==> src/rtl/plse_pkg.sv <==
// Shared types, constants and the step table ROM of the LED sequence engine.
package plse_pkg;

  // Default sizes of the engine.
  localparam int NUM_LEDS_DEF  = 2;
  localparam int NUM_SEQS_DEF  = 9;
  localparam int MAX_STEPS_DEF = 16;
  localparam int WAIT_BITS_DEF = 11;

  // Fixed field widths on the streams.
  localparam int IN_TDATA_W  = 8;
  localparam int IN_TUSER_W  = 3;
  localparam int OUT_TDATA_W = 16;
  localparam int ACTIVE_W    = 4;
  localparam int ROM_MS_W    = 16;
  localparam int ROM_POS_W   = 7;

  // Command codes carried in tuser.
  typedef enum logic [1:0] {
    CMD_TICK  = 2'd0,
    CMD_START = 2'd1,
    CMD_STOP  = 2'd2
  } cmd_t;

  // Kinds of a step in the ROM.
  typedef enum logic [1:0] {
    KIND_STOP = 2'd0,
    KIND_WAIT = 2'd1,
    KIND_LOOP = 2'd2
  } step_kind_t;

  typedef struct packed {
    logic                  level;
    step_kind_t            kind;
    logic [ROM_MS_W-1:0]   ms;
  } step_t;

  // Sequencer states.
  typedef enum logic [1:0] {
    ST_IDLE,
    ST_TICK,
    ST_WALK,
    ST_DONE
  } state_t;

  // Step table lookup. Entries that are not listed read as a stop step.
  function automatic step_t plse_rom(input logic [3:0] seq, input logic [ROM_POS_W-1:0] pos);
    step_t st;
    st = '{level: 1'b0, kind: KIND_STOP, ms: '0};
    case (seq)
      4'd0: begin
        // Seven short blinks, then the sequence ends.
        if (pos < ROM_POS_W'(14)) begin
          st = '{level: ~pos[0], kind: KIND_WAIT, ms: ROM_MS_W'(50)};
        end
      end
      4'd1, 4'd2: begin
        case (pos)
          ROM_POS_W'(0): st = '{level: 1'b1, kind: KIND_WAIT, ms: ROM_MS_W'(1000)};
          ROM_POS_W'(1): st = '{level: 1'b0, kind: KIND_LOOP, ms: '0};
          default: ;
        endcase
      end
      4'd3: begin
        case (pos)
          ROM_POS_W'(0): st = '{level: 1'b1, kind: KIND_WAIT, ms: ROM_MS_W'(200)};
          ROM_POS_W'(1): st = '{level: 1'b0, kind: KIND_WAIT, ms: ROM_MS_W'(800)};
          ROM_POS_W'(2): st = '{level: 1'b0, kind: KIND_LOOP, ms: '0};
          default: ;
        endcase
      end
      4'd4: begin
        case (pos)
          ROM_POS_W'(0): st = '{level: 1'b1, kind: KIND_WAIT, ms: ROM_MS_W'(500)};
          ROM_POS_W'(1): st = '{level: 1'b0, kind: KIND_WAIT, ms: ROM_MS_W'(500)};
          ROM_POS_W'(2): st = '{level: 1'b0, kind: KIND_LOOP, ms: '0};
          default: ;
        endcase
      end
      4'd5: begin
        case (pos)
          ROM_POS_W'(0): st = '{level: 1'b1, kind: KIND_WAIT, ms: ROM_MS_W'(50)};
          ROM_POS_W'(1): st = '{level: 1'b0, kind: KIND_WAIT, ms: ROM_MS_W'(250)};
          ROM_POS_W'(2): st = '{level: 1'b0, kind: KIND_LOOP, ms: '0};
          default: ;
        endcase
      end
      4'd6: begin
        case (pos)
          ROM_POS_W'(0): st = '{level: 1'b1, kind: KIND_WAIT, ms: ROM_MS_W'(50)};
          ROM_POS_W'(1): st = '{level: 1'b0, kind: KIND_WAIT, ms: ROM_MS_W'(450)};
          ROM_POS_W'(2): st = '{level: 1'b0, kind: KIND_LOOP, ms: '0};
          default: ;
        endcase
      end
      4'd7: begin
        case (pos)
          ROM_POS_W'(0): st = '{level: 1'b1, kind: KIND_WAIT, ms: ROM_MS_W'(50)};
          ROM_POS_W'(1): st = '{level: 1'b0, kind: KIND_WAIT, ms: ROM_MS_W'(1950)};
          ROM_POS_W'(2): st = '{level: 1'b0, kind: KIND_LOOP, ms: '0};
          default: ;
        endcase
      end
      4'd8: begin
        case (pos)
          ROM_POS_W'(0): st = '{level: 1'b1, kind: KIND_WAIT, ms: ROM_MS_W'(10)};
          ROM_POS_W'(1): st = '{level: 1'b0, kind: KIND_WAIT, ms: ROM_MS_W'(10)};
          default: ;
        endcase
      end
      default: ;
    endcase
    return st;
  endfunction

endpackage

==> src/rtl/plse_first_run.sv <==
// Priority encoder that finds the lowest-numbered running sequence of one LED.
module plse_first_run #(
  parameter int NUM_SEQS = plse_pkg::NUM_SEQS_DEF,
  parameter int AW       = 4
) (
  input  logic [NUM_SEQS-1:0] run_mask,
  output logic [AW-1:0]       first_idx
);
  import plse_pkg::*;

  // Scan from the lowest priority up so that the highest priority wins.
  always_comb begin
    first_idx = AW'(NUM_SEQS);
    for (int s = NUM_SEQS - 1; s >= 0; s--) begin
      if (run_mask[s]) begin
        first_idx = AW'(s);
      end
    end
  end

endmodule

==> src/rtl/priority_led_sequence_engine.sv <==
// Top level of the priority LED sequence engine: sequencer, step walker and stream ports.
//
// Usage. Each input item carries a command: a one-millisecond tick, a start or a
// stop of one sequence on one LED. Every accepted item returns exactly one result
// item holding both LED drive levels and the active sequence of each LED (the
// value NUM_SEQS means that no sequence runs on that LED).
// Timing. The block works on one item at a time and is not ready meanwhile. A
// shared step walker handles one ROM step per cycle; a tick visits each LED in
// turn and walks each LED whose countdown expires. A valid stop walks its LED,
// and a valid start walks it when the started sequence becomes the active one.
// A walk ends at the first timed step or when no sequence is active, and never
// exceeds NUM_SEQS * (MAX_STEPS + 2) steps.
// Output. The result sits in an output register; the next item is accepted while
// it waits, and the block holds its finished result until the register is free.
// Reset. All sequences are stopped, no LED has an active sequence, both
// countdowns are idle and both LEDs are off. Reset is synchronous.
module priority_led_sequence_engine #(
  parameter int NUM_LEDS  = plse_pkg::NUM_LEDS_DEF,
  parameter int NUM_SEQS  = plse_pkg::NUM_SEQS_DEF,
  parameter int MAX_STEPS = plse_pkg::MAX_STEPS_DEF,
  parameter int WAIT_BITS = plse_pkg::WAIT_BITS_DEF
) (
  input  logic                             clk,
  input  logic                             rst_n,
  // Input stream.
  input  logic                             in_tvalid,
  output logic                             in_tready,
  input  logic [plse_pkg::IN_TDATA_W-1:0]  in_tdata,   // [3:0] seq_id
  input  logic [plse_pkg::IN_TUSER_W-1:0]  in_tuser,   // [1:0] command, [2] led_sel
  // Result stream.
  output logic                             out_tvalid,
  input  logic                             out_tready,
  output logic [plse_pkg::OUT_TDATA_W-1:0] out_tdata   // [0] left_on, [1] right_on,
                                                       // [5:2] left_active, [9:6] right_active
);
  import plse_pkg::*;

  localparam int LW = (NUM_LEDS > 1) ? $clog2(NUM_LEDS) : 1;
  localparam int AW = $clog2(NUM_SEQS + 1);
  localparam int PW = $clog2(2 * MAX_STEPS);
  localparam int NE = NUM_LEDS * NUM_SEQS;
  localparam int IW = (NE > 1) ? $clog2(NE) : 1;
  localparam int WALK_LIMIT = NUM_SEQS * (MAX_STEPS + 2);
  localparam int GW = $clog2(WALK_LIMIT + 1);
  localparam logic [PW-1:0] POS_STOPPED = PW'(2 * MAX_STEPS - 1);
  localparam logic [LW-1:0] LED_LAST = LW'(NUM_LEDS - 1);

  // Sequencer and per-LED state.
  state_t                 state_r, state_nxt;
  logic [NUM_SEQS-1:0]    run_r [NUM_LEDS];
  logic [NUM_SEQS-1:0]    run_nxt [NUM_LEDS];
  logic [AW-1:0]          active_r [NUM_LEDS];
  logic [AW-1:0]          active_nxt [NUM_LEDS];
  logic [WAIT_BITS-1:0]   rem_r [NUM_LEDS];
  logic [WAIT_BITS-1:0]   rem_nxt [NUM_LEDS];
  logic                   level_r [NUM_LEDS];
  logic                   level_nxt [NUM_LEDS];
  logic [LW-1:0]          led_r, led_nxt;
  logic                   tick_mode_r, tick_mode_nxt;
  logic [GW-1:0]          guard_r, guard_nxt;
  logic                   out_valid_r, out_valid_nxt;
  logic [OUT_TDATA_W-1:0] out_data_r, out_data_nxt;

  // Step position store, one entry per LED and sequence.
  logic [PW-1:0]          pos_r [NE];
  logic                   pos_we;
  logic [IW-1:0]          pos_waddr;
  logic [PW-1:0]          pos_wdata;

  // Input decode.
  logic                   in_acc;
  logic [1:0]             in_cmd;
  logic                   in_led;
  logic [3:0]             in_seq;
  logic                   cmd_ok;
  logic [LW-1:0]          sel_led;
  logic [IW-1:0]          wr_addr;
  logic [NUM_SEQS-1:0]    seq_bit;

  // Walker datapath.
  logic [AW-1:0]          act_cur;
  logic                   act_ok;
  logic [IW-1:0]          rd_addr;
  logic [PW-1:0]          pos_cur;
  logic [PW-1:0]          pos_inc;
  step_t                  entry;
  logic [WAIT_BITS-1:0]   entry_ms;
  logic                   guard_done;
  logic                   walk_halt;
  logic                   walk_end;
  logic                   done_free;
  logic [NUM_SEQS-1:0]    enc_in;
  logic [AW-1:0]          enc_out;
  logic                   right_on;
  logic [ACTIVE_W-1:0]    right_act;

  assign in_acc  = in_tvalid && in_tready;
  assign in_cmd  = in_tuser[1:0];
  assign in_led  = in_tuser[2];
  assign in_seq  = in_tdata[3:0];
  assign cmd_ok  = ((in_cmd == CMD_START) || (in_cmd == CMD_STOP)) &&
                   (int'(in_led) < NUM_LEDS) && (int'(in_seq) < NUM_SEQS);
  assign sel_led = LW'(in_led);
  assign wr_addr = IW'(int'(in_led) * NUM_SEQS + int'(in_seq));
  assign seq_bit = NUM_SEQS'(1) << in_seq;

  // Current step of the active sequence of the LED being walked.
  assign act_cur    = active_r[led_r];
  assign act_ok     = int'(act_cur) < NUM_SEQS;
  assign rd_addr    = IW'(int'(led_r) * NUM_SEQS + int'(act_cur));
  assign pos_cur    = pos_r[rd_addr];
  assign pos_inc    = (int'(pos_cur) >= MAX_STEPS) ? PW'(MAX_STEPS) : pos_cur + PW'(1);
  assign entry      = (int'(pos_cur) < MAX_STEPS) ?
                      plse_rom(4'(act_cur), ROM_POS_W'(pos_cur)) :
                      '{level: 1'b0, kind: KIND_STOP, ms: '0};
  assign entry_ms   = WAIT_BITS'(entry.ms);
  assign guard_done = (guard_r == GW'(WALK_LIMIT));
  assign walk_halt  = !act_ok || guard_done;
  assign walk_end   = walk_halt || ((entry.kind == KIND_WAIT) && (entry_ms != '0));
  assign done_free  = !out_valid_r || out_tready;

  // Running mask after the pending change, fed to the shared priority encoder.
  always_comb begin
    if (state_r == ST_IDLE) begin
      if (in_cmd == CMD_START) begin
        enc_in = run_r[sel_led] | seq_bit;
      end else begin
        enc_in = run_r[sel_led] & ~seq_bit;
      end
    end else begin
      enc_in = run_r[led_r] & ~(NUM_SEQS'(1) << act_cur);
    end
  end

  plse_first_run #(
    .NUM_SEQS (NUM_SEQS),
    .AW       (AW)
  ) u_first_run (
    .run_mask  (enc_in),
    .first_idx (enc_out)
  );

  // Next state of the sequencer.
  always_comb begin
    state_nxt = state_r;
    case (state_r)
      ST_IDLE: begin
        if (in_acc) begin
          if (in_cmd == CMD_TICK) begin
            state_nxt = ST_TICK;
          end else if (!cmd_ok) begin
            state_nxt = ST_DONE;
          end else if (in_cmd == CMD_STOP) begin
            state_nxt = ST_WALK;
          end else if (int'(enc_out) == int'(in_seq)) begin
            state_nxt = ST_WALK;
          end else begin
            state_nxt = ST_DONE;
          end
        end
      end
      ST_TICK: begin
        if (rem_r[led_r] == WAIT_BITS'(1)) begin
          state_nxt = ST_WALK;
        end else if (led_r == LED_LAST) begin
          state_nxt = ST_DONE;
        end
      end
      ST_WALK: begin
        if (walk_end) begin
          if (tick_mode_r && (led_r != LED_LAST)) begin
            state_nxt = ST_TICK;
          end else begin
            state_nxt = ST_DONE;
          end
        end
      end
      ST_DONE: begin
        if (done_free) begin
          state_nxt = ST_IDLE;
        end
      end
      default: state_nxt = ST_IDLE;
    endcase
  end

  // Handshake outputs of the sequencer.
  always_comb begin
    in_tready = (state_r == ST_IDLE);
  end

  // Per-LED state updates and step position writes.
  always_comb begin
    run_nxt       = run_r;
    active_nxt    = active_r;
    rem_nxt       = rem_r;
    level_nxt     = level_r;
    led_nxt       = led_r;
    tick_mode_nxt = tick_mode_r;
    guard_nxt     = guard_r;
    pos_we        = 1'b0;
    pos_waddr     = rd_addr;
    pos_wdata     = pos_inc;
    case (state_r)
      ST_IDLE: begin
        guard_nxt = '0;
        if (in_acc) begin
          if (in_cmd == CMD_TICK) begin
            tick_mode_nxt = 1'b1;
            led_nxt       = '0;
          end else begin
            tick_mode_nxt = 1'b0;
            led_nxt       = sel_led;
            if (cmd_ok) begin
              pos_we               = 1'b1;
              pos_waddr            = wr_addr;
              pos_wdata            = (in_cmd == CMD_START) ? '0 : POS_STOPPED;
              run_nxt[sel_led]     = enc_in;
              active_nxt[sel_led]  = enc_out;
              level_nxt[sel_led]   = 1'b0;
            end
          end
        end
      end
      ST_TICK: begin
        guard_nxt = '0;
        if (rem_r[led_r] != '0) begin
          rem_nxt[led_r] = rem_r[led_r] - WAIT_BITS'(1);
        end
        if ((rem_r[led_r] != WAIT_BITS'(1)) && (led_r != LED_LAST)) begin
          led_nxt = led_r + LW'(1);
        end
      end
      ST_WALK: begin
        // One ROM step of the active sequence per cycle.
        if (!walk_halt) begin
          guard_nxt = guard_r + GW'(1);
          pos_we    = 1'b1;
          case (entry.kind)
            KIND_LOOP: begin
              pos_wdata = '0;
            end
            KIND_WAIT: begin
              pos_wdata        = pos_inc;
              level_nxt[led_r] = entry.level;
              if (entry_ms != '0) begin
                rem_nxt[led_r] = entry_ms;
              end
            end
            default: begin
              pos_wdata         = POS_STOPPED;
              run_nxt[led_r]    = enc_in;
              active_nxt[led_r] = enc_out;
              level_nxt[led_r]  = 1'b0;
            end
          endcase
        end
        if (walk_end && tick_mode_r && (led_r != LED_LAST)) begin
          led_nxt = led_r + LW'(1);
        end
      end
      default: ;
    endcase
  end

  // Right LED fields read as off and none running when that LED does not exist.
  if (NUM_LEDS > 1) begin : g_right
    assign right_on  = level_r[1];
    assign right_act = ACTIVE_W'(active_r[1]);
  end else begin : g_no_right
    assign right_on  = 1'b0;
    assign right_act = ACTIVE_W'(NUM_SEQS);
  end

  // Output register load.
  always_comb begin
    out_valid_nxt = out_valid_r;
    out_data_nxt  = out_data_r;
    if (out_valid_r && out_tready) begin
      out_valid_nxt = 1'b0;
    end
    if ((state_r == ST_DONE) && done_free) begin
      out_valid_nxt = 1'b1;
      out_data_nxt  = {(OUT_TDATA_W - 2 - 2 * ACTIVE_W)'(0), right_act,
                       ACTIVE_W'(active_r[0]), right_on, level_r[0]};
    end
  end

  assign out_tvalid = out_valid_r;
  assign out_tdata  = out_data_r;

  // Control state.
  always_ff @(posedge clk) begin
    if (!rst_n) begin
      state_r     <= ST_IDLE;
      out_valid_r <= 1'b0;
      for (int l = 0; l < NUM_LEDS; l++) begin
        run_r[l]    <= '0;
        active_r[l] <= AW'(NUM_SEQS);
        rem_r[l]    <= '0;
        level_r[l]  <= 1'b0;
      end
    end else begin
      state_r     <= state_nxt;
      out_valid_r <= out_valid_nxt;
      run_r       <= run_nxt;
      active_r    <= active_nxt;
      rem_r       <= rem_nxt;
      level_r     <= level_nxt;
    end
  end

  // Working registers and the output payload.
  always_ff @(posedge clk) begin
    led_r       <= led_nxt;
    tick_mode_r <= tick_mode_nxt;
    guard_r     <= guard_nxt;
    out_data_r  <= out_data_nxt;
  end

  // Step position store; only entries of running sequences are ever used.
  always_ff @(posedge clk) begin
    if (pos_we) begin
      pos_r[pos_waddr] <= pos_wdata;
    end
  end

`ifndef ASSERT_OFF
  // A walk never runs past its step bound.
  a_walk_bound: assert property (@(posedge clk) disable iff (!rst_n)
    (state_r == ST_WALK) |-> (int'(guard_r) <= WALK_LIMIT))
    else $error("step walk exceeded its bound");

  // Between items, the active sequence of LED 0 is a running one.
  a_active_runs: assert property (@(posedge clk) disable iff (!rst_n)
    ((state_r == ST_IDLE) && (int'(active_r[0]) < NUM_SEQS)) |->
    (((run_r[0] >> active_r[0]) & NUM_SEQS'(1)) != '0))
    else $error("active sequence is not running");

  // With nothing running, LED 0 reports no active sequence.
  a_none_active: assert property (@(posedge clk) disable iff (!rst_n)
    ((state_r == ST_IDLE) && (run_r[0] == '0)) |-> (active_r[0] == AW'(NUM_SEQS)))
    else $error("active sequence set with nothing running");

  // A finished item reaches the output register in the next cycle.
  a_result_loaded: assert property (@(posedge clk) disable iff (!rst_n)
    ((state_r == ST_DONE) && done_free) |=> (out_valid_r && (state_r == ST_IDLE)))
    else $error("finished item not delivered to the output register");
`endif

endmodule

==> config.mk <==
export PLATFORM = sky130hd
export DESIGN_NAME = priority_led_sequence_engine
export DESIGN_NICKNAME = d
export VERILOG_FILES = /design/src/rtl/plse_pkg.sv /design/src/rtl/plse_first_run.sv /design/src/rtl/priority_led_sequence_engine.sv
export SDC_FILE = /design/constraint.sdc
export NUM_CORES = 1
export LEC_CHECK = 0
export BUFFER_PORTS_ARGS = -buffer_cell sky130_fd_sc_hd__buf_2
export CAP_MARGIN = 10
export CORE_AREA = 8 8 150 152
export DETAILED_ROUTE_END_ITERATION = 7
export DIE_AREA = 0 0 158 160
export PLACE_DENSITY = 0.69
export SLEW_MARGIN = 20
export SYNTH_ARGS = -nofsm -noshare
export SYNTH_HDL_FRONTEND = slang
export SYNTH_SLANG_ARGS = --single-unit
==> constraint.sdc <==
create_clock -name clk -period 5.8 [get_ports clk]
set_clock_uncertainty 0.2 [all_clocks]
set_input_delay 0 -clock clk [delete_from_list [all_inputs] [get_ports clk]]
set_output_delay 0 -clock clk [all_outputs]
set_load 0.03 [all_outputs]
==> results of run 1 <==
synthesized netlist by cell type (all sizes together) (3+ instances only):
library cell	instances
edfxtp	110
nor2	87
nand2	57
dfxtp	53
mux2i	51
mux2	29
a21oi	25
buf	24
clkbuf	23
ha	23
mux4	20
o21ai	20
nand3	19
inv	17
xnor2	15
nor2b	14
and3	13
and2	12
a211oi	11
a31oi	11
nor3	11
a31o	10
nor3b	9
o211ai	9
xor2	8
a22oi	6
nand2b	6
o211a	6
o221ai	6
o22ai	5
nor4b	4
or2	4
or3	4
a32o	3
a32oi	3
and3b	3
nand4b	3
nor4bb	3
o221a	3
o31ai	3
kinds of logic (layout without fill, tap and decap cells):
logic type,count (synthesis),count (layout)
AND/OR/NAND/NOR,255,255
multiplexers,100,100
XOR/XNOR,23,23
adder cells (fa/ha/maj),23,23
AO/OA/AOI/OAI,140,140
other,1,6
flip-flops,163,163
buffers and inverters,66,101
routing by layer:
metal  GRT usage (%)  routed length, um  share of wire, %  vias to the layer above
met4            5.32                357               1.8                        0
met2            26.5               9490                48                      195
met3            3.43               1080               5.5                       30
li1                -                  -                 -                     2942
met1            21.5               8850                45                     2982
met5               0                  0                 0                        -
worst max path at each step:
stage / startpoint / to / slack, ns / cells after the start
after CTS: led_r$_DFFE_PP_ / rem_r[17]$_SDFFE_PN0P_ / 0.49 / 17
final: led_r$_DFFE_PP_ / rem_r[17]$_SDFFE_PN0P_ / 0.45 / 17
after global routing: led_r$_DFFE_PP_ / rem_r[17]$_SDFFE_PN0P_ / 0.13 / 17
after floorplan: led_r$_DFFE_PP_ / pos_r[0][3]$_DFFE_PP_ / 0.05 / 21
after detailed placement: led_r$_DFFE_PP_ / rem_r[17]$_SDFFE_PN0P_ / 0.55 / 17
after global placement: led_r$_DFFE_PP_ / pos_r[7][4]$_DFFE_PP_ / 0.34 / 16
sequential cells by signal (all words and copies together) (netlist names):
register     count
guard_r          8
state_r          2
active_r         4
run_r           18
right_act        4
led_r            1
out_tdata       10
right_on         1
tick_mode_r      1
pos_r           90
rem_r           22
level_r          1
out_tvalid       1
final cells by class:
cell class | count | share of cell area [%]
repair buffers | 50 | 3.61
multi-input cells | 547 | 42.5
clock buffers | 17 | 4.23
clock inverters | 15 | 2.19
flip-flops and latches | 163 | 43.4
well taps | 270 | 3.36
inverters | 19 | 0.710
power by group:
part / total (W) / internal [W] / switching (W)
registers: 0.00173 / 0.00164 / 0.0000898
clock network: 0.00120 / 0.000638 / 0.000564
logic: 0.00242 / 0.000947 / 0.00147
total: 0.00535 / 0.00323 / 0.00213
worst reg2reg max path, cell delays in order (launching register included):
cell      delay, ns
edfxtp_1       0.45
mux2i_1        0.26
inv_1          0.12
ha_1           0.34
buf_12         0.24
mux4_2         0.55
mux2i_1        0.34
o221ai_4       0.22
inv_1          0.11
ha_1           0.38
o211ai_2       0.19
o21bai_1       0.26
ha_1           0.28
mux2i_1        0.12
a31oi_1        0.22
nor2b_1        0.30
nand3b_4       0.27
mux2_4         0.40
stage by stage:
| step | cells | instance area, um2 | util (%) | hold slack (ns) |
|---|---|---|---|---|
| final | 1081 | 10000 | 50.1 | 0.0180 |
| after detailed placement | 1042 | 9330 | 46.6 | 0.114 |
| after CTS | 1081 | 10000 | 50.1 | 0.0216 |
| after floorplan | 776 | 8940 | - | 0.00349 |
| after global routing | 1081 | 10000 | 50.1 | 0.0652 |
| after global placement | 1042 | 9330 | 46.6 | 0.111 |
==> impl_metrics.tcl, run 1 <==
set metrics [dict create \
    status "complete, no violations" \
    die_width_um 158 \
    finalSetupViolCount 0 \
    htreeDepth 4 \
    start_kind "flop" \
    final.period_utilization_pct 92.2 \
    hold_class "in2reg" \
    synth_top_family_by_area "multiplexers" \
    synth_seq_cells 163 \
    antenna_found_initial 0 \
    multi_input_area_um2 4270 \
    fin_setup_tns_ns 0 \
    path_class "reg2reg" \
    cts_tree "yes" \
    cp_cell_sequence "mux2i_1, inv_1, ha_1, buf_12, mux4_2, mux2i_1, o221ai_4, inv_1, ha_1, o211ai_2, o21bai_1, ha_1, mux2i_1, a31oi_1, nor2b_1, nand3b_4, mux2_4" \
    num_vias 6149 \
    antennaDiodeCount 0 \
    power_density_nw_per_um2 533 \
    regArea_um2 4360 \
    layout_commonest_cell "edfxtp_1" \
    rsz0062_at_grt "false" \
    drive_gt1_share_pct 19.6 \
    slowest_delay_ns 0.54 \
    hold_violations 0 \
    post_cts_resized 0 \
    synthCells 771 \
    synthMuxAreaShare_pct 14.9 \
    final_antenna_net_count 0 \
    place_ws_ns 0.554 \
    synth-xor-area-share_pct 2.26 \
    peakVddDrop_uv 280 \
    fillCellCount 1782 \
    synthArstFlopShare_pct 0 \
    max-cap-violations 0 \
    ctsLongestPathBuffers 2 \
    wl_per_cell_um 18.3 \
    path_delay_family "multiplexers" \
    clkTransAtPathRegs_ns 0.07 \
    relSlewSlack_pct 48.2 \
    fmax_mhz 187 \
    yosysTopAreaCellShare_pct 37.0 \
    dr.pass1.iters 5 \
    yosys.area_share.simple_pct 14.4 \
    fp.coreArea_um2 20000 \
    clkLatencyLatePin_ns 0.45 \
    finalCriticalPeriod_ns 5.35 \
    fp.dieArea_um2 25300 \
    power_w 0.00535 \
    synth_compound_area_share_pct 12.7 \
    critPathSlowestCell "mux4_2" \
    layout.nets 836 \
    holdPathStages 6 \
    io_pins 33 \
    r2r_cells 17 \
    routabilityCongestion 0.884 \
    cp_max_fo 29 \
    start_util_pct 44.5 \
    r2r_slack_ns 0.45 \
    clock_tree.root_cell "clkbuf_16" \
    yosysSeqAreaShare_pct 48.9 \
    die_h_um 160 \
    post_synth_num_cell_types 82 \
    cts_setup_buffers 0 \
    drc 0 \
    r2r-end "rem_r[17]$_SDFFE_PN0P_" \
    fp-row-count 52 \
    post-route-worst-setup-slack_ns 0.450 \
    portBuffers 22 \
    netlist_area_um2 8920 \
    layout_common_cells "110 x edfxtp_1, 86 x nor2_1, 57 x nand2_1, 53 x dfxtp_1, 49 x mux2i_1" \
    cts_sinks 163 \
    worstPathArrival_ns 5.48 \
    grt_pass1_wl_mm 32.7 \
    areaGrowthSynthToFinish_pct 12.6 \
    synth-adder-area-share_pct 3.22 \
    grt_pass1_vias 6019 \
    tightest_slew_ns 0.776 \
    whs_endpoint "state_r[0]$_SDFFE_PN0P_" \
    drt-initial-drc-count 425 \
    r2r_start "led_r$_DFFE_PP_" \
    p_leak_nw 3.69 \
    cts_buffers 17 \
    synth_largest_area_cell "edfxtp_1" \
    hpwl_mm 13.3 \
    synth_flop_cell "edfxtp_1" \
    yosysWarnings 0 \
    avgSynthCellArea_um2 11.6 \
    yosys-top-cells-area "edfxtp_1 37%, dfxtp_1 12%, mux2i_1 5.5%, mux4_2 5.0%, nor2_1 3.6%" \
    grt_max_degree 53 \
    endpoint_kind "flop" \
    grt_use_total_pct 16.4 \
    cp.required_ns 5.93 \
    worst-path-buf-inv 3 \
    ctsHoldBuffers 7 \
    synth_enable_flop_cells 110 \
    drt-total-wl_mm 19.8 \
    viasPerCell 5.69 \
    holdCritStartpoint "in_tuser[0]" \
    grt-ovfl-total 0 \
    drv_slew 0 \
]
Note: power is estimated with default switching activity, not from simulation.
==> run 2: changes to the inputs <==
PLACE_DENSITY = 0.67   (was 0.69)
SKIP_LAST_GASP = 1   (was not set)
clock period = 5.5 ns   (was 5.8 ns; I/O delays follow)
==> impl_metrics.tcl, run 2 (synthesized netlist as in run 1, its figures left out) <==
set metrics [dict create \
    fmax_mhz 195 \
    cts_setup_buffers 0 \
    layout.nets 849 \
    die_h_um 160 \
    grt-ovfl-total 0 \
    cp.required_ns 5.43 \
    endpoint "pos_r[12][3]$_DFFE_PP_" \
    num_vias 6149 \
    fp.coreArea_um2 20000 \
    fp.dieArea_um2 25300 \
    p_int_w 0.00346 \
    path_delay_family "compound AO/OA/AOI/OAI gates" \
    clock_tree.root_cell "clkbuf_16" \
    peakVddDrop_uv 283 \
    htreeDepth 4 \
    critPathSlowestCell "o21ai_2" \
    grt_pass1_wl_mm 32.9 \
    hpwl_mm 14.1 \
    r2r_slack_ns 0.36 \
    routabilityCongestion 0.884 \
    slowest_delay_ns 0.62 \
    layout_commonest_cell "edfxtp_1" \
    cts_buffers 17 \
    worstPathArrival_ns 5.07 \
    areaGrowthSynthToFinish_pct 13.9 \
    largest_register_ffs 90 \
    hold_violations 0 \
    dp.cells 1055 \
    relSlewSlack_pct 48.9 \
    power_density_nw_per_um2 560 \
    cp_max_fo 24 \
    switchingPower_w 0.00224 \
    grt_max_degree 53 \
    antennaDiodeCount 0 \
    start_kind "flop" \
    r2r-end "pos_r[12][3]$_DFFE_PP_" \
    portBuffers 22 \
    r2r_cells 17 \
    grt_use_total_pct 16.7 \
    fin_setup_tns_ns 0 \
    post-route-util_pct 50.7 \
    fp-row-count 52 \
    finalSetupViolCount 0 \
    worst-path-stages 17 \
    wl_per_cell_um 18.8 \
    cts_sinks 163 \
    final_antenna_net_count 0 \
    setup.worst_path.start "led_r$_DFFE_PP_" \
    path_class "reg2reg" \
    ctsLongestPathBuffers 2 \
    drt-total-wl_mm 20.6 \
    endpoint_kind "flop" \
    seqPwrFrac_pct 32.1 \
    final.period_utilization_pct 93.5 \
    grt_pass1_vias 6011 \
    worst-path-buf-inv 4 \
    clkLatencyLatePin_ns 0.45 \
    max-cap-violations 0 \
    power_w 0.00569 \
    r2r_start "led_r$_DFFE_PP_" \
    p_leak_nw 3.76 \
    drv_slew 0 \
    fillCellCount 1768 \
    hold_class "in2reg" \
    rsz0062_at_grt "false" \
    status "complete, no violations" \
    io_pins 33 \
    p_sw_share_pct 39.3 \
    drt-initial-drc-count 532 \
    tightest_slew_ns 0.767 \
    holdWs_ns 0.0279 \
    finalCriticalPeriod_ns 5.14 \
    layout.cells.non_filler 1094 \
    antenna_found_initial 0 \
    drive_gt1_share_pct 21.5 \
    viasPerCell 5.62 \
    layout_common_cells "110 x edfxtp_1, 86 x nor2_1, 57 x nand2_1, 53 x dfxtp_1, 49 x mux2i_1" \
    drc 0 \
    dr.pass1.iters 7 \
    die_width_um 158 \
    cp_cell_sequence "buf_4, mux2i_1, inv_1, ha_1, buf_12, mux4_2, mux2i_1, o221ai_4, nor3_2, a21boi_2, o21bai_1, inv_1, ha_1, nand3_1, a22oi_1, or2_2, o21ai_2" \
    largest-register "pos_r" \
    clkTransAtPathRegs_ns 0.07 \
    top_regs "pos_r: 90 flops, rem_r: 22 flops, run_r: 18 flops" \
    start_util_pct 44.5 \
    cts_tree "yes" \
    holdPathStages 4 \
    pwr-share-comb_pct 45.7 \
    clockPowerShare_pct 22.2 \
]
[run 2: cell count changes in the layout (fill, tap and decap cells not counted), moves of 2 or more]
cell     previous run  this run
o21ai_2             2         6
inv_12              2         0
inv_6               1         3
buf_4              19        32
o21ai_1             4         0
[run 2: final cells by class]
class,instances,area [um2],area share [%]
Timing Repair Buffer,63,460,4.53
Clock buffer,17,425,4.19
Clock inverter,15,213,2.09
Inverter,19,71.3,0.702
Tap cell,270,338,3.32
Multi-Input combinational cell,547,4290,42.2
Sequential cell,163,4360,43.0
[run 2: how the worst min path moves through the flow]
stage,startpoint,to
6_report,in_tdata[0],state_r[0]$_SDFFE_PN0P_
4_1_cts,in_tdata[0],state_r[0]$_SDFFE_PN0P_
3_3_place_gp,out_tready,out_tvalid$_SDFFE_PN0P_
3_5_place_dp,out_tready,out_tvalid$_SDFFE_PN0P_
5_1_grt,in_tdata[0],state_r[0]$_SDFFE_PN0P_
2_1_floorplan,out_tready,out_tvalid$_SDFFE_PN0P_
[run 2: worst min-delay path, cell delays in order]
cell and delay, ns:
buf_2 0.19, xnor2_1 0.18, o31ai_1 0.10, mux2i_1 0.13
[run 2: what timing repair did]
| item | in CTS | in global routing |
|---|---|---|
| resized for setup | 2 | 2 |
| hold buffers | 7 | 0 |
| endpoints found under the hold margin | 26 | 0 |
| cloned | 0 | 0 |
| pin swaps | 0 | 0 |
| endpoints found under the setup margin | 36 | 18 |
[run 2: power by group through the flow]
stage	clock [W]	combinational [W]	sequential [W]
finish	0.00127	0.00260	0.00183
detailed placement	0	0.00255	0.00186
CTS	0.00128	0.00259	0.00183
global route	0.00133	0.00284	0.00184
floorplan	0	0.00189	0.00185
global placement	0	0.00252	0.00186
[run 2: stage by stage]
step / cell area, um2 / setup WS, ns
after floorplan: 8940 / -0.249
after global placement: 9430 / 0.203
after detailed placement: 9430 / 0.00494
after CTS: 10100 / 0.0870
after global routing: 10200 / 0.0480
final: 10200 / 0.360
[run 2: metal layers]
layer	GRT usage, %	up-vias	share of wire [%]
met5	0	-	0
met4	5.87	0	1.9
met3	3.56	34	4.9
met2	26.8	153	47
met1	21.8	2986	46
li1	-	2976	-
==> run 3: changes to the inputs <==
CORE_AREA = 8 8 149 151   (was 8 8 150 152)
DIE_AREA = 0 0 157 159   (was 0 0 158 160)
SYNTH_HIERARCHICAL = 1   (was not set)
==> impl_metrics.tcl, run 3 <==
set metrics [dict create \
    peakVddDrop_uv 378 \
    final_antenna_net_count 0 \
    yosysWarnings 6 \
    final.period_utilization_pct 92.6 \
    netlist_area_um2 8800 \
    post_synth_num_cell_types 75 \
    worst-path-buf-inv 3 \
    die_width_um 157 \
    fmax_mhz 196 \
    drive_gt1_share_pct 16.0 \
    cts_sinks 163 \
    cp.required_ns 5.63 \
    hold_violations 0 \
    hpwl_mm 13.8 \
    largest_register_ffs 90 \
    synth_seq_cells 163 \
    grt_pass1_wl_mm 32.3 \
    relSlewSlack_pct 47.0 \
    finalCriticalPeriod_ns 5.09 \
    r2r_cells 18 \
    synth_enable_flop_cells 110 \
    layout_common_cells "110 x edfxtp_1, 71 x nor2_1, 69 x nand2_1, 56 x mux2i_1, 53 x dfxtp_1" \
    yosysTopAreaCellShare_pct 37.5 \
    layout.nets 850 \
    areaGrowthSynthToFinish_pct 12.3 \
    dr.pass1.iters 5 \
    synth_flop_cell "edfxtp_1" \
    rsz0062_at_grt "false" \
    yosysSeqAreaShare_pct 49.6 \
    fp.coreArea_um2 19800 \
    cts_setup_buffers 0 \
    finalSetupViolCount 0 \
    multi_input_area_um2 4120 \
    grt_use_total_pct 16.4 \
    drt-initial-drc-count 529 \
    status "complete, no violations" \
    fin_setup_tns_ns 0 \
    fp.dieArea_um2 25000 \
    endpoint_kind "flop" \
    hold_class "in2reg" \
    yosysMostFrequentCell "edfxtp_1" \
    synthArstFlopShare_pct 0 \
    path_delay_family "compound AO/OA/AOI/OAI gates" \
    cp_max_fo 28 \
    p_leak_nw 3.65 \
    start_kind "flop" \
    start_util_pct 44.4 \
    path_class "reg2reg" \
    drc 0 \
    tightest_slew_ns 0.795 \
    largest-register "pos_r" \
    routabilityCongestion 0.855 \
    max-cap-violations 0 \
    clkLatencyLatePin_ns 0.44 \
    grt_pass1_vias 6076 \
    htreeDepth 4 \
    post-route-util_pct 49.8 \
    critPathSlowestCell "mux4_2" \
    synth.top_cells.by_count "110 x edfxtp_1, 71 x nor2_1, 69 x nand2_1" \
    viasPerCell 5.74 \
    cts_tree "yes" \
    power_density_nw_per_um2 609 \
    cts_buffers 17 \
    grt-ovfl-total 0 \
    top_regs "pos_r: 90 flops, rem_r: 22 flops, run_r: 18 flops" \
    grt_max_degree 71 \
    worst_path_most_repeated_cell "ha_1" \
    clock_tree.root_cell "clkbuf_16" \
    synth_largest_area_cell "edfxtp_1" \
    drv_slew 0 \
    drt-total-wl_mm 20.0 \
    synthCells 786 \
    fillCellCount 1783 \
    antenna_found_initial 0 \
    holdPathStages 5 \
    cp_cell_sequence "mux2_2, ha_1, buf_12, mux4_2, mux2i_1, mux2i_1, a21oi_1, inv_1, ha_1, a22o_1, nand2_1, ha_1, a21oi_1, a311oi_1, and2_1, buf_4, nand2_1, a32o_1" \
    regArea_um2 4360 \
    worst-path-stages 18 \
    worstPathArrival_ns 5.23 \
    slowest_delay_ns 0.55 \
    layout_commonest_cell "edfxtp_1" \
    wl_per_cell_um 18.3 \
    post_cts_resized 0 \
    yosys-top-cells-area "edfxtp_1 38%, dfxtp_1 12%, mux2i_1 6.4%, mux4_2 5.1%, ha_1 3.3%" \
    num_vias 6282 \
    io_pins 33 \
    die_h_um 159 \
    portBuffers 22 \
    avgSynthCellArea_um2 11.2 \
    ctsLongestPathBuffers 2 \
    fp-row-count 52 \
    antennaDiodeCount 0 \
    clkTransAtPathRegs_ns 0.07 \
]
run 3: cell count changes after synthesis, moves of 6 or more:
cell,delta
a211oi_1,-9
a31o_1,+11
inv_1,+11
mux2_4,-8
nor2_1,-15
nand3_1,-6
o211a_1,+8
a21oi_1,+15
a31oi_1,+7
nand2_1,+12
mux2_2,-14
mux2i_1,+7
run 3: cells by family (layout without fill, tap and decap cells):
| logic type | after synthesis | after routing | synth area share, % |
|---|---|---|---|
| adders and majority gates | 23 | 23 | 3.27 |
| other | 1 | 6 | 0.0426 |
| muxes | 85 | 85 | 12.8 |
| xor gates and xnor gates | 25 | 25 | 2.49 |
| DFF | 163 | 163 | 49.6 |
| buffers and inverters | 79 | 113 | 4.08 |
| and+or+nand+nor | 242 | 242 | 13.3 |
| AOI/OAI and AO/OA | 168 | 168 | 14.5 |
run 3: area by class of cell:
| type | count | share of cell area [%] |
|---|---|---|
| clock buffers | 17 | 4.30 |
| inverters | 29 | 1.10 |
| clock inverters | 15 | 1.56 |
| multi-input cells | 549 | 41.7 |
| well taps | 270 | 3.42 |
| repair buffers | 52 | 3.80 |
| flip-flops and latches | 163 | 44.1 |
run 3: per-stage QoR:
step	cells	setup WS (ns)	power, W	hold slack, ns	instance area (um2)
floorplan	791	0.0652	0.00405	0.0442	8820
finish	1095	0.406	0.00602	0.0778	9890
detailed placement	1057	0.175	0.00485	0.165	9240
global placement	1057	0.395	0.00478	0.156	9240
global route	1095	0.0998	0.00639	0.122	9890
CTS	1095	0.139	0.00603	0.0577	9870
run 3: repair_timing:
action,in CTS,in global routing
endpoints found under the hold margin,9,0
hold buffers,6,0
endpoints found under the setup margin,0,0
run 3: worst register-to-register path, cell delays in order (launching register included):
cell and delay [ns]:
edfxtp_1 0.36, mux2_2 0.40, ha_1 0.35, buf_12 0.23, mux4_2 0.58, mux2i_1 0.14
mux2i_1 0.17, a21oi_1 0.22, inv_1 0.12, ha_1 0.23, a22o_1 0.20, nand2_1 0.08
ha_1 0.23, a21oi_1 0.11, a311oi_1 0.46, and2_1 0.19, buf_4 0.21, nand2_1 0.17
a32o_1 0.33
run 3: final timing paths:
check / from / to / slack (ns)
min reg2reg: right_on$_SDFFE_PN0P_ / out_tdata[1]$_DFFE_PP_ / 0.24
min: in_tdata[0] / run_r[13]$_SDFFE_PN0P_ / 0.08
max: led_r$_DFFE_PP_ / rem_r[1]$_SDFFE_PN0P_ / 0.41
max reg2reg: led_r$_DFFE_PP_ / rem_r[1]$_SDFFE_PN0P_ / 0.41
run 3: power by group:
part | internal (W) | switching (W) | total [W]
sequential | 0.00179 | 0.000112 | 0.00190
clock | 0.000606 | 0.000556 | 0.00116
combinational | 0.00112 | 0.00184 | 0.00296
run 3: routing by layer:
| layer | track usage (%) | vias to the layer above | wire length [um] |
|---|---|---|---|
| li1 | - | 2992 | - |
| met3 | 3.39 | 37 | 919 |
| met4 | 7.56 | 0 | 509 |
| met2 | 26.2 | 158 | 9690 |
| met5 | 0 | - | 0 |
| met1 | 20.9 | 3095 | 8890 |
